File: src/sfir_pkg.sv
// Shared constants and types for the symmetric Q15 FIR filter.
package sfir_pkg;

    // Sample and coefficient formats.
    localparam int SAMPLE_W = 16;
    localparam int COEF_W   = 16;
    // A pre-added pair is one bit wider than a sample.
    localparam int PROD_W   = SAMPLE_W + 1 + COEF_W;

    // Configuration bank: packed coefficient words.
    localparam int COEF_WORDS = 8;
    localparam int COEF_LANES = 4;
    localparam int CFG_DATA_W = 64;
    localparam int CFG_IDX_W  = 3;

    // Default filter shape.
    localparam int TAPS_DEF      = 63;
    localparam int OUT_SHIFT_DEF = 15;

    // Saturation limits of the output.
    localparam int MAX_POS = 32767;
    localparam int MIN_NEG = -32768;

    // Counter widths.
    localparam int CNT_W = 16;
    localparam int SEG_W = 32;

    // Control that travels beside the data through the pipeline.
    typedef struct packed {
        logic valid;
        logic start;
        logic user;
        logic last;
        logic id;
        logic dest;
    } ctrl_t;

endpackage

File: src/sfir_delay_cell.sv
// One cell of the sample history line.
module sfir_delay_cell (
    input  logic                                clk,
    input  logic                                rst_n,
    input  logic                                shift,
    input  logic                                clear,
    input  logic signed [sfir_pkg::SAMPLE_W-1:0] d,
    output logic signed [sfir_pkg::SAMPLE_W-1:0] q
);

    logic signed [sfir_pkg::SAMPLE_W-1:0] hist_reg;

    // Take the neighbour's sample on every accepted beat.
    always_ff @(posedge clk or negedge rst_n)
    begin
        if (!rst_n)
        begin
            hist_reg <= '0;
        end
        else if (shift)
        begin
            hist_reg <= d;
        end
    end

    // A history clear makes the stored sample read as zero for this beat.
    assign q = clear ? '0 : hist_reg;

endmodule

File: config.mk
export PLATFORM = sky130hd
export DESIGN_NAME = sfir_delay_cell
export DESIGN_NICKNAME = d
export VERILOG_FILES = /design/src/sfir_pkg.sv /design/src/sfir_delay_cell.sv
export SDC_FILE = /design/constraint.sdc
export NUM_CORES = 1
export LEC_CHECK = 0
export ABC_AREA = 1
export BUFFER_PORTS_ARGS = -buffer_cell sky130_fd_sc_hd__buf_2
export CORE_ASPECT_RATIO = 0.7
export CORE_MARGIN = 4
export CORE_UTILIZATION = 31
export DETAILED_ROUTE_END_ITERATION = 16
export PLACE_DENSITY_LB_ADDON = 0.1
export SYNTH_ARGS = -nofsm -noshare
export SYNTH_HDL_FRONTEND = slang
export SYNTH_SLANG_ARGS = --single-unit
File: constraint.sdc
create_clock -name clk -period 1.1 [get_ports clk]
set_input_delay 0.11 -clock clk [delete_from_list [all_inputs] [get_ports clk]]
set_output_delay 0.11 -clock clk [all_outputs]
set_load 0.005 [all_outputs]
=== Yosys cells after proc, flatten, opt, wreduce, memory -nomap -nowiden ===
Cells that the tools add are included.

* Flip-flop bits (word level): 16
* Word-level logic and storage cells: 2

* Multiplexer cells: 1

{| class="wikitable"
|+ Operators with widths
! operator !! number
|-
| 16-bit two-way mux || 1
|}

=== Logic depth before layout (Yosys ltp) ===
* Depth after elaboration: 1
* Gate-level depth with buffers: 5

=== Worst setup path before layout ===
OpenSTA, ideal clock, no wires.

* Kind: input-to-output
* Start: input port clear
* End: output port q[10] in the netlist's numbering
* Arrival time: 498 ps
* Required time: 990 ps
* Setup slack: 492 ps
* Cell stages on the path: 3
* Buffers on the path: 2
* Cell sequence: clkbuf_2 -> buf_6 -> nor2_1

* Longest elaborated chain between the ends: 1

{| class="wikitable"
|+ RTL lines
! what !! line !! text
|-
| from (decl) || sfir_delay_cell.sv:6 || <nowiki>input logic clear,</nowiki>
|-
| 16-bit two-way mux || sfir_delay_cell.sv:27 || <nowiki>assign q = clear ? '0 : hist_reg;</nowiki>
|-
| to (decl) || sfir_delay_cell.sv:8 || <nowiki>output logic signed [sfir_pkg::SAMPLE_W-1:0] q</nowiki>
|}

Every way passes these cells.

=== Final worst setup path ===
* Start: register hist_reg[5] in the netlist's numbering
* End: output port q[5] in the netlist's numbering

* Longest elaborated chain between the ends: 1

{| class="wikitable"
|+ RTL lines
! what !! line !! text
|-
| from (decl) || sfir_delay_cell.sv:11 || <nowiki>logic signed [sfir_pkg::SAMPLE_W-1:0] hist_reg;</nowiki>
|-
| from (signal assigned) || sfir_delay_cell.sv:18 || <nowiki>hist_reg <= '0;</nowiki>
|-
| from (signal assigned) || sfir_delay_cell.sv:22 || <nowiki>hist_reg <= d;</nowiki>
|-
| 16-bit two-way mux || sfir_delay_cell.sv:27 ||
|}

Every way passes these cells.

==> run_results.csv <==
group,metric,value,unit
grt,grt_pass1_vias,668,
drt,viasPerCell,3.97,
drt,drtIter0Drc,5,
logic_synthesis,yosys_warnings,0,
cells_and_area,fillers,283,
cells_and_area,layout.nets,159,
logic_synthesis,ys_ff_latch,16,
power_and_ir_drop,p_sw,0.359,mW
clock_network,ctsResizeCount,0,
setup_path,slowest_stage,"dfrtp_1",
logic_synthesis,synth_nets,122,
timing,finalHoldViolCount,0,
clock_network,clock-sinks,16,
setup_path,start_kind,"flip-flop",
setup_path,r2r_start,"hist_reg[0]$_DFFE_PN0P_",
setup_path,cpPeakStageDelay,0.40,ns
cells_and_area,fin_area,1050,um^2
grt,antenna_found_initial,0,
logic_synthesis,synthSimpleGateAreaFrac,0.354,
cells_and_area,largest_register_ffs,16,
clock_network,clockRootBuffer,"clkbuf_8",
clock_network,clockBufferDepth,2,
run,cap_viol_max_count,0,
setup_path,r2r_slack,0.48,ns
clock_network,clock_latency,0.25,ns
cells_and_area,drive_gt1_frac,0.442,
outcome,status,"complete, no violations",
power_and_ir_drop,seq_power_share,0.474,
timing,max_slew_margin,0.750,
grt,overflow,0,
setup_path,worstRegToRegCells,2,
timing,fin_skew,0,ns
setup_path,crit_fanout,2,
timing,tightest_slew,0.375,ns
setup_path,path_class,"flip-flop to primary output",
grt,grt_first_pass_wirelength,2930,um
power_and_ir_drop,p_per_area,1350,nW/um^2
logic_synthesis,synth_adder_area_share,0,
logic_synthesis,synthDistinctLibCells,9,
drt,ant_nets,0,
clock_network,cts_made_buffers,3,
floorplan,fp.dieH,51.1,um
place,placed_area,987,um^2
floorplan,start_util,0.329,
timing,period_minus_slack,0.978,ns
timing,setup_viol_count_final,0,
drt,first_pass_iters,4,
clock_network,cts_max_level,1,
hold_path,min_to,"hist_reg[14]$_DFFE_PN0P_",
floorplan,rows,15,
place,dp_hpwl,1280,um
power_and_ir_drop,p_leak,0.635,nW
floorplan,io_pins,36,
drt,wl_per_cell,10.1,um
timing,fmaxAchievable,1.02,GHz
clock_network,cts_tree,"built",
place,place_congestion,0.679,
setup_path,worstPathArrival,0.87,ns
timing,slew_violations,0,
drt,routed_wirelength,1740,um
power_and_ir_drop,combPwrFrac,0.159,
grt,globalRouteTotalUtil,0.106,
timing,finalSetupTns,0,ns
grt,grt_max_degree,17,
logic_synthesis,synth_top_family_by_area,"simple AND/OR/NAND/NOR gates",
cells_and_area,diodes,0,
logic_synthesis,synthMuxAreaShare,0,
setup_path,required,0.99,ns
logic_synthesis,netlist_area,821,um^2
floorplan,core,2500,um^2
timing,rsz0062_at_grt,"no",
floorplan,die-area,3550,um^2
place,numPortBuffers,35,
setup_path,r2r_end,"hist_reg[0]$_DFFE_PN0P_",
hold_path,holdPathStages,3,
place,dp_worst_setup_slack,0.355,ns
cells_and_area,area_growth,28.2,%
timing,setup_slack,0.122,ns
logic_synthesis,yosysSeqAreaShare,0.488,
cells_and_area,utilization,0.422,
power_and_ir_drop,pwr-share-clk,0.367,
drt,vias,683,
floorplan,die_w,69.5,um
timing,period_share,0.889,
setup_path,cp_cell_sequence,"inv_1 -> nor2_1 -> buf_2",
clock_network,clk_pin_slew,0.06,ns
timing,holdWs,0.0610,ns
logic_synthesis,synth_xor_area_frac,0,
logic_synthesis,syn_area_per_cell,8.05,um^2
hold_path,hp-class,"input port to flip-flop",
logic_synthesis,syn_inst,102,
setup_path,endpoint_kind,"primary output",
hold_path,min-delay-start,"d[14]",
power_and_ir_drop,peakVddDrop,0.674,mV
logic_synthesis,synth_compound_area_frac,0,
power_and_ir_drop,p_sw_frac,0.253,
power_and_ir_drop,p_int,1.06,mW
drt,remaining_drc_errors,0,
==> cell usage in the layout, fill, tap and decap left out <==
master	netlist	routed
buf_4	0	1
buf_2	0	35
clkbuf_8	0	4
dlygate4sd3_1	0	1
nor2_1	16	16
inv_1	16	16
inv_8	1	1
nand2_2	20	20
dfrtp_1	16	16
nand2_1	28	28
==> worst max path at each step <==
stage                                   startpoint                      end  slack, ns  cells after the start
after global routing      hist_reg[12]$_DFFE_PN0P_                    q[12]       0.04                      3
after CTS                  hist_reg[5]$_DFFE_PN0P_                     q[5]       0.11                      3
after floorplan                              clear                    q[10]       0.49                      3
final                      hist_reg[5]$_DFFE_PN0P_                     q[5]       0.12                      3
after detailed placement                     shift  hist_reg[5]$_DFFE_PN0P_       0.35                      4
after global placement                       shift  hist_reg[1]$_DFFE_PN0P_       0.37                      4
==> logic make-up (layout without fill, tap and decap cells) <==
kind of cell           count (synthesis)  after routing
buffers and inverters                 22             58
flip-flops                            16             16
AND/OR/NAND/NOR                       64             64
==> cell type report <==
class / count / area (um^2) / share of cell area
tap: 34 / 42.5 / 0.0404
multi-input combinational: 64 / 290 / 0.276
clock buffer: 4 / 55.1 / 0.0523
inverter: 17 / 71.3 / 0.0678
timing repair buffer: 37 / 193 / 0.183
sequential: 16 / 400 / 0.380
==> synth_stat cells <==
| cell type | n | share of area |
|---|---|---|
| nand2_1 | 28 | 0.13 |
| nand2_2 | 20 | 0.15 |
| dfrtp_1 | 16 | 0.49 |
| inv_1 | 16 | 0.073 |
| nor2_1 | 16 | 0.073 |
| buf_6 | 3 | 0.041 |
| buf_12 | 1 | 0.024 |
| clkbuf_2 | 1 | 0.0061 |
| inv_8 | 1 | 0.014 |
==> critical path, delay by kind of cell, from the launching register on <==
family,cells,cell delay [ns]
buffers and inverters,2,0.19
DFF,1,0.40
and+or+nand+nor,1,0.03
==> routing by layer <==
layer,wire length (um),GRT usage,vias to the layer above
met5,0,0,-
met4,6,0.0195,0
met3,118,0.0472,2
met2,788,0.177,19
met1,823,0.128,305
li1,-,-,357
==> metrics by stage <==
| stage | instances | total power, mW |
|---|---|---|
| 6_report | 172 | 1.42 |
| 5_1_grt | 172 | 1.52 |
| 4_1_cts | 172 | 1.45 |
| 3_5_place_dp | 167 | 0.915 |
| 3_3_place_gp | 167 | 0.911 |
| 2_1_floorplan | 102 | 0.827 |
==> repair_timing <==
action / 4_1_cts / 5_1_grt
endpoints found under the setup margin: 0 / 0
endpoints found under the hold margin: 16 / 0
setup buffers: 0 / 0
hold buffers: 1 / 0
==> power by group through the flow <==
stage / Clock [mW] / Combinational, mW / Sequential [mW]
after CTS: 0.543 / 0.235 / 0.673
after global placement: 0 / 0.229 / 0.682
after floorplan: 0 / 0.149 / 0.677
after detailed placement: 0 / 0.232 / 0.684
final: 0.521 / 0.226 / 0.674
after global routing: 0.572 / 0.263 / 0.681
Power figures use the tool's default switching activity.
