### src/sfir_pkg.sv
// Shared constants and types for the symmetric Q15 FIR filter.
package sfir_pkg;

    // Sample and coefficient formats.
    localparam int SAMPLE_W = 16;
    localparam int COEF_W   = 16;
    // A pre-added pair is one bit wider than a sample.
    localparam int PROD_W   = SAMPLE_W + 1 + COEF_W;

    // Configuration bank: packed coefficient words.
    localparam int COEF_WORDS = 8;
    localparam int COEF_LANES = 4;
    localparam int CFG_DATA_W = 64;
    localparam int CFG_IDX_W  = 3;

    // Default filter shape.
    localparam int TAPS_DEF      = 63;
    localparam int OUT_SHIFT_DEF = 15;

    // Saturation limits of the output.
    localparam int MAX_POS = 32767;
    localparam int MIN_NEG = -32768;

    // Counter widths.
    localparam int CNT_W = 16;
    localparam int SEG_W = 32;

    // Control that travels beside the data through the pipeline.
    typedef struct packed {
        logic valid;
        logic start;
        logic user;
        logic last;
        logic id;
        logic dest;
    } ctrl_t;

endpackage

### src/sfir_mac_cell.sv
// Pre-adder and multiplier for one mirrored tap pair, with a registered product.
module sfir_mac_cell (
    input  logic                                clk,
    input  logic                                en,
    input  logic signed [sfir_pkg::SAMPLE_W-1:0] a,
    input  logic signed [sfir_pkg::SAMPLE_W-1:0] b,
    input  logic signed [sfir_pkg::COEF_W-1:0]   coef,
    output logic signed [sfir_pkg::PROD_W-1:0]   prod
);

    logic signed [sfir_pkg::SAMPLE_W:0]  pair;
    logic signed [sfir_pkg::PROD_W-1:0]  prod_next;
    logic signed [sfir_pkg::PROD_W-1:0]  prod_reg;

    // Pre-add the mirrored samples, then one multiply.
    always_comb
    begin
        pair      = (sfir_pkg::SAMPLE_W + 1)'(a) + (sfir_pkg::SAMPLE_W + 1)'(b);
        prod_next = sfir_pkg::PROD_W'(pair) * sfir_pkg::PROD_W'(coef);
    end

    always_ff @(posedge clk)
    begin
        if (en)
        begin
            prod_reg <= prod_next;
        end
    end

    assign prod = prod_reg;

endmodule

### config.mk
export PLATFORM = sky130hd
export DESIGN_NAME = sfir_mac_cell
export DESIGN_NICKNAME = d
export VERILOG_FILES = /design/src/sfir_pkg.sv /design/src/sfir_mac_cell.sv
export SDC_FILE = /design/constraint.sdc
export NUM_CORES = 1
export LEC_CHECK = 0
export BUFFER_PORTS_ARGS = -buffer_cell sky130_fd_sc_hd__buf_2
export CAP_MARGIN = 20
export CORE_AREA = 2 2 191 193
export CTS_CLUSTER_DIAMETER = 30
export DETAILED_ROUTE_END_ITERATION = 12
export DIE_AREA = 0 0 193 195
export PLACE_DENSITY = 0.62
export SLEW_MARGIN = 15
export SYNTH_ARGS = -nofsm -noshare
export SYNTH_HDL_FRONTEND = slang
export SYNTH_SLANG_ARGS = --single-unit
### constraint.sdc
create_clock -name clk -period 7.7 [get_ports clk]
set_input_delay 0.77 -clock clk [delete_from_list [all_inputs] [get_ports clk]]
set_output_delay 0.77 -clock clk [all_outputs]
set_load 0.05 [all_outputs]
Word-level counts from Yosys, hierarchy flattened
Index checks and enable logic that the tools add are counted.

word-level totals
  output and inout bits = 33
  word-level logic and storage cells = 3
  register bits = 33
  input bits = 50

cells by class
  $add $sub $neg = 1
  multiply operators = 1

operator list
  kind              number
  $mul A17 B16 Y33  1
  $add A16 B16 Y17  1

Longest topological paths before layout
  word-level depth = 2
  gate-level depth with buffers = 34

Worst setup path before layout
OpenSTA, ideal clock, no wires.

  path kind = input-to-reg
  start = input port a[0] (netlist name)
  end = register prod_reg (netlist bit prod[30]) (data pin)
  path slack = 0.037 ns
  required time = 7.427 ns
  arrival time = 7.391 ns
  setup time = 0.273 ns
  cell stages on the path = 31
  cell sequence = ha_1 > inv_1 > fa_1 > nor2b_1 > o21ai_2 > a21bo_2 > a21oi_2 > o21a_2 > o31a_4 > o21ai_4 > buf_6 > and2_1 > fa_1 > inv_1 > fa_1 > inv_1 > fa_1 > inv_1 > fa_1 > fa_1 > fa_1 > inv_1 > ha_1 > clkbuf_1 > a21o_1 > a21o_1 > a21o_1 > a31o_2 > a21o_1 > nand4b_1 > o311ai_1

on the way
  cells in the longest elaborated chain, start to end = 2

RTL lines
  what                    RTL line             source
  start, declared         sfir_mac_cell.sv:5   input logic signed [sfir_pkg::SAMPLE_W-1:0] a,
  $add A16 B16 Y17        sfir_mac_cell.sv:18  pair = (sfir_pkg::SAMPLE_W + 1)'(a) + (sfir_pkg::SAMPLE_W + 1)'(b);
  $mul A17 B16 Y33        sfir_mac_cell.sv:19  prod_next = sfir_pkg::PROD_W'(pair) * sfir_pkg::PROD_W'(coef);
  via prod_next, one bit  sfir_mac_cell.sv:12  logic signed [sfir_pkg::PROD_W-1:0] prod_next;
  end signal, assigned    sfir_mac_cell.sv:26  prod_reg <= prod_next;
  end, declared           sfir_mac_cell.sv:13  logic signed [sfir_pkg::PROD_W-1:0] prod_reg;

The timed path passes the listed nets, and every way through them passes these cells.
A chain may end at the register's enable or synchronous reset.

Worst setup path in the final report
  start = input port a[0] (netlist name)
  end = register prod_reg (netlist bit prod[25]) (data pin)

The elaborated chain is that of the path after synthesis.

==> results.md <==
- Fraction of the core area covered by cells at the end of the flow: 41.0%
- Status: complete, no violations
- Final hold violation count: 0
- Max-slew headroom: 40.8%
- Vias in the first global route: 10000
- RSZ-0062 raised after global routing: yes
- Leading cell type by number of instances after synthesis: sky130_fd_sc_hd__inv_1
- Post-Synth Simple-Gate Area: 14.5%
- Total congestion overflow: 0
- Post-synth top flop: sky130_fd_sc_hd__edfxtp_1
- Layout cells sized above 1: 19.0%
- Layout filler cell count: 3537
- Path class of the lowest-slack min-delay path: primary input to register
- Post-synthesis async set-or-reset flop share: 0%
- Avg Vias per Cell: 4.72
- Iter 0 DRT Violations: 445
- Data required time of the worst path: 7.75 ns
- Number of slew-limit violations in the final report: 0
- Effective utilization at floorplan: 34.8%
- H-tree levels: 2
- Cts bufs inserted: 5
- # DRC: 0
- Clock transition time at the flip-flop clock pins of the worst setup and hold paths: 0.06 ns
- Largest family of logic cells by synthesized area: adder cells
- Number of standard cells after synthesis: 1301
- Number of ports placed on the die boundary: 83
- Number of search-and-repair iterations in the first detailed-routing pass: 5
- Clock tree root driver cell: sky130_fd_sc_hd__clkbuf_16
- Count of final setup violators: 0
- Synth-to-layout area growth: 18.0%
- Data arrival time of the worst path: 7.55 ns
- Number of antenna violations at the first check in global routing: 0
- Final min period: 7.51 ns
- Sink count of the clock tree: 33
- Multiplexer share of the synthesized area: 0.0915%
- Most Frequent Cell on Critical Path: sky130_fd_sc_hd__fa_1
- Global-route usage over all layers: 17.1%
- Xor-xnor portion of the synthesized cell area: 3.33%
- Wirelength per Cell: 15.6 µm
- Core Area: 0.0354 mm²
- Global-route wire length before repair: 50300 µm
- Slowest cell on crit path: sky130_fd_sc_hd__fa_2
- Number of violations of the max-capacitance limit: 0
- Most frequent cells after synthesis: sky130_fd_sc_hd__inv_1 (325), sky130_fd_sc_hd__fa_1 (277), sky130_fd_sc_hd__nand2_1 (136), sky130_fd_sc_hd__and2_1 (109), sky130_fd_sc_hd__ha_1 (100)
- Instance count along the most critical hold path: 2
- Number of warnings reported in the yosys synthesis log: 0
- Final sum of negative setup slack: 0 ns
- Global placement routability congestion: 0.870
- Antenna Nets Post-Route: 0
- Post-Route WL: 30100 µm
- Max frequency: 133 MHz
- CP max stage delay: 0.60 ns
- Adder-cell share of the synthesized area: 55.2%
- Maximum buffer depth of the clock tree: 2
- Clock tree from TritonCTS: yes
- Leading area contributor after synthesis: sky130_fd_sc_hd__fa_1
- Die extent in y: 195 µm
- Category of the worst setup path launch point: primary input
- Synth Area in Compound Gates: 7.19%
- Mapped cell area: 0.0123 mm²
- Number of enable-type register cells in the synthesized netlist: 33
- Max FFs per register: 33
- Fraction of the cycle the final worst path needs: 97.5%
- Post-synth net total: 1728
- Hold buffer count at cts: 0
- Proportion of netlist area held by the largest area contributor: 45.1%
- Maximum number of pins on one net before global-route repair: 34
- Per-instance average area after synthesis: 9.46 µm²
- Largest cells by area after synthesis: sky130_fd_sc_hd__fa_1 (45%), sky130_fd_sc_hd__ha_1 (10%), sky130_fd_sc_hd__inv_1 (9.9%)
- Number of placement rows: 69
- Antenna fix cells: 0
- Total Die Area: 0.0376 mm²
- Number of nets in the finished design: 1899
- Horizontal die dimension: 193 µm
- Port Buf Inserts: 82
- Synthesized flop and latch total: 33
- Crit Path Max Fanout: 7
- Slew of the pin with the lowest slew margin: 0.888 ns
- Count of unique library cells instantiated by Yosys: 62
- Hpwl dp: 25600 µm
- Count of vias placed by the detailed router: 9126
- Crit path kind: primary input to register
- Proportion of synthesized chip area in sequential cells: 8.06%
- Category of the worst setup path capture point: register
critical path: cells and delay by family:
kind,cells,cell delay (ns)
fa+ha+maj,9,3.87
compound gates,9,1.15
simple gates,5,0.75
buf+inv,7,0.72
xor+xnor,2,0.25
path summary, 6_finish.rpt:
check	start	slack, ns	endpoint
worst max-delay path	a[0]	0.19	prod[25]$_DFFE_PP_
worst min-delay path	coef[0]	1.02	prod[0]$_DFFE_PP_
layer usage:
layer	vias to the layer above	share of wire, %	track usage, %
met5	-	0	0
met3	44	4.6	1.71
met4	0	2.5	5.53
li1	4244	-	-
met2	249	50	29.3
met1	4589	43	22.7
cell usage in the layout (no fill, tap or decap), types with 2 or more instances in the layout:
master / n
sky130_fd_sc_hd__o211a_1: 2
sky130_fd_sc_hd__fa_1: 271
sky130_fd_sc_hd__o21bai_1: 6
sky130_fd_sc_hd__buf_2: 82
sky130_fd_sc_hd__xnor2_1: 34
sky130_fd_sc_hd__nor2b_1: 16
sky130_fd_sc_hd__o21ai_0: 19
sky130_fd_sc_hd__nand2_1: 136
sky130_fd_sc_hd__nor3_1: 7
sky130_fd_sc_hd__buf_6: 6
sky130_fd_sc_hd__and2_1: 109
sky130_fd_sc_hd__o21a_1: 6
sky130_fd_sc_hd__a21oi_2: 9
sky130_fd_sc_hd__ha_4: 6
sky130_fd_sc_hd__buf_4: 118
sky130_fd_sc_hd__nor3_2: 2
sky130_fd_sc_hd__inv_1: 324
sky130_fd_sc_hd__o21ai_4: 3
sky130_fd_sc_hd__xnor2_2: 6
sky130_fd_sc_hd__a21o_1: 13
sky130_fd_sc_hd__a21oi_4: 4
sky130_fd_sc_hd__a211oi_2: 2
sky130_fd_sc_hd__ha_1: 93
sky130_fd_sc_hd__o211ai_2: 2
sky130_fd_sc_hd__a31o_2: 2
sky130_fd_sc_hd__nand3b_1: 2
sky130_fd_sc_hd__nand4_1: 5
sky130_fd_sc_hd__nor2_1: 33
sky130_fd_sc_hd__clkbuf_16: 5
sky130_fd_sc_hd__edfxtp_1: 33
sky130_fd_sc_hd__nand2b_1: 13
sky130_fd_sc_hd__o21ai_2: 2
sky130_fd_sc_hd__buf_12: 3
sky130_fd_sc_hd__nand3_1: 11
sky130_fd_sc_hd__a211oi_1: 4
sky130_fd_sc_hd__fa_2: 6
sky130_fd_sc_hd__xor2_1: 5
sky130_fd_sc_hd__o21ai_1: 6
sky130_fd_sc_hd__and3_1: 10
sky130_fd_sc_hd__a21oi_1: 23
repair_timing:
| item | CTS | global route |
|---|---|---|
| gates resized for setup | 1 | 53 |
| pin swaps | 0 | 48 |
| endpoints found under the hold margin | 0 | 0 |
| buffers inserted | 0 | 7 |
| endpoints found under the setup margin | 2 | 17 |
through the flow:
stage,hold WS (ns),instances,cell area [µm²],worst slack [ns]
floorplan,0.882,1301,12300,0.0368
global placement,1.31,1919,14000,-0.311
detailed placement,1.32,1919,14000,-0.350
CTS,1.00,1927,14200,0.00753
global route,1.04,1934,14500,-0.0811
finish,1.02,1934,14500,0.194
final cells by class:
cell class	count	area (µm²)	area share [%]
Multi-Input combinational cell	898	10100	69.9
Timing Repair Buffer	209	1420	9.81
Inverter	325	1220	8.41
Sequential cell	33	991	6.83
Tap cell	461	577	3.98
Clock buffer	6	129	0.888
Clock inverter	2	33.8	0.233
cells by family after synthesis:
| group | count (synthesis) |
|---|---|
| adder cells (fa/ha/maj) | 377 |
| AND/OR/NAND/NOR | 355 |
| AO/OA/AOI/OAI | 120 |
| buffers and inverters | 370 |
| multiplexers | 1 |
| XOR/XNOR | 45 |
| flip-flops | 33 |
Power is left out: the tool's default activity adds up to more than one toggle a clock period on the data nets, which glitch-free logic cannot reach.
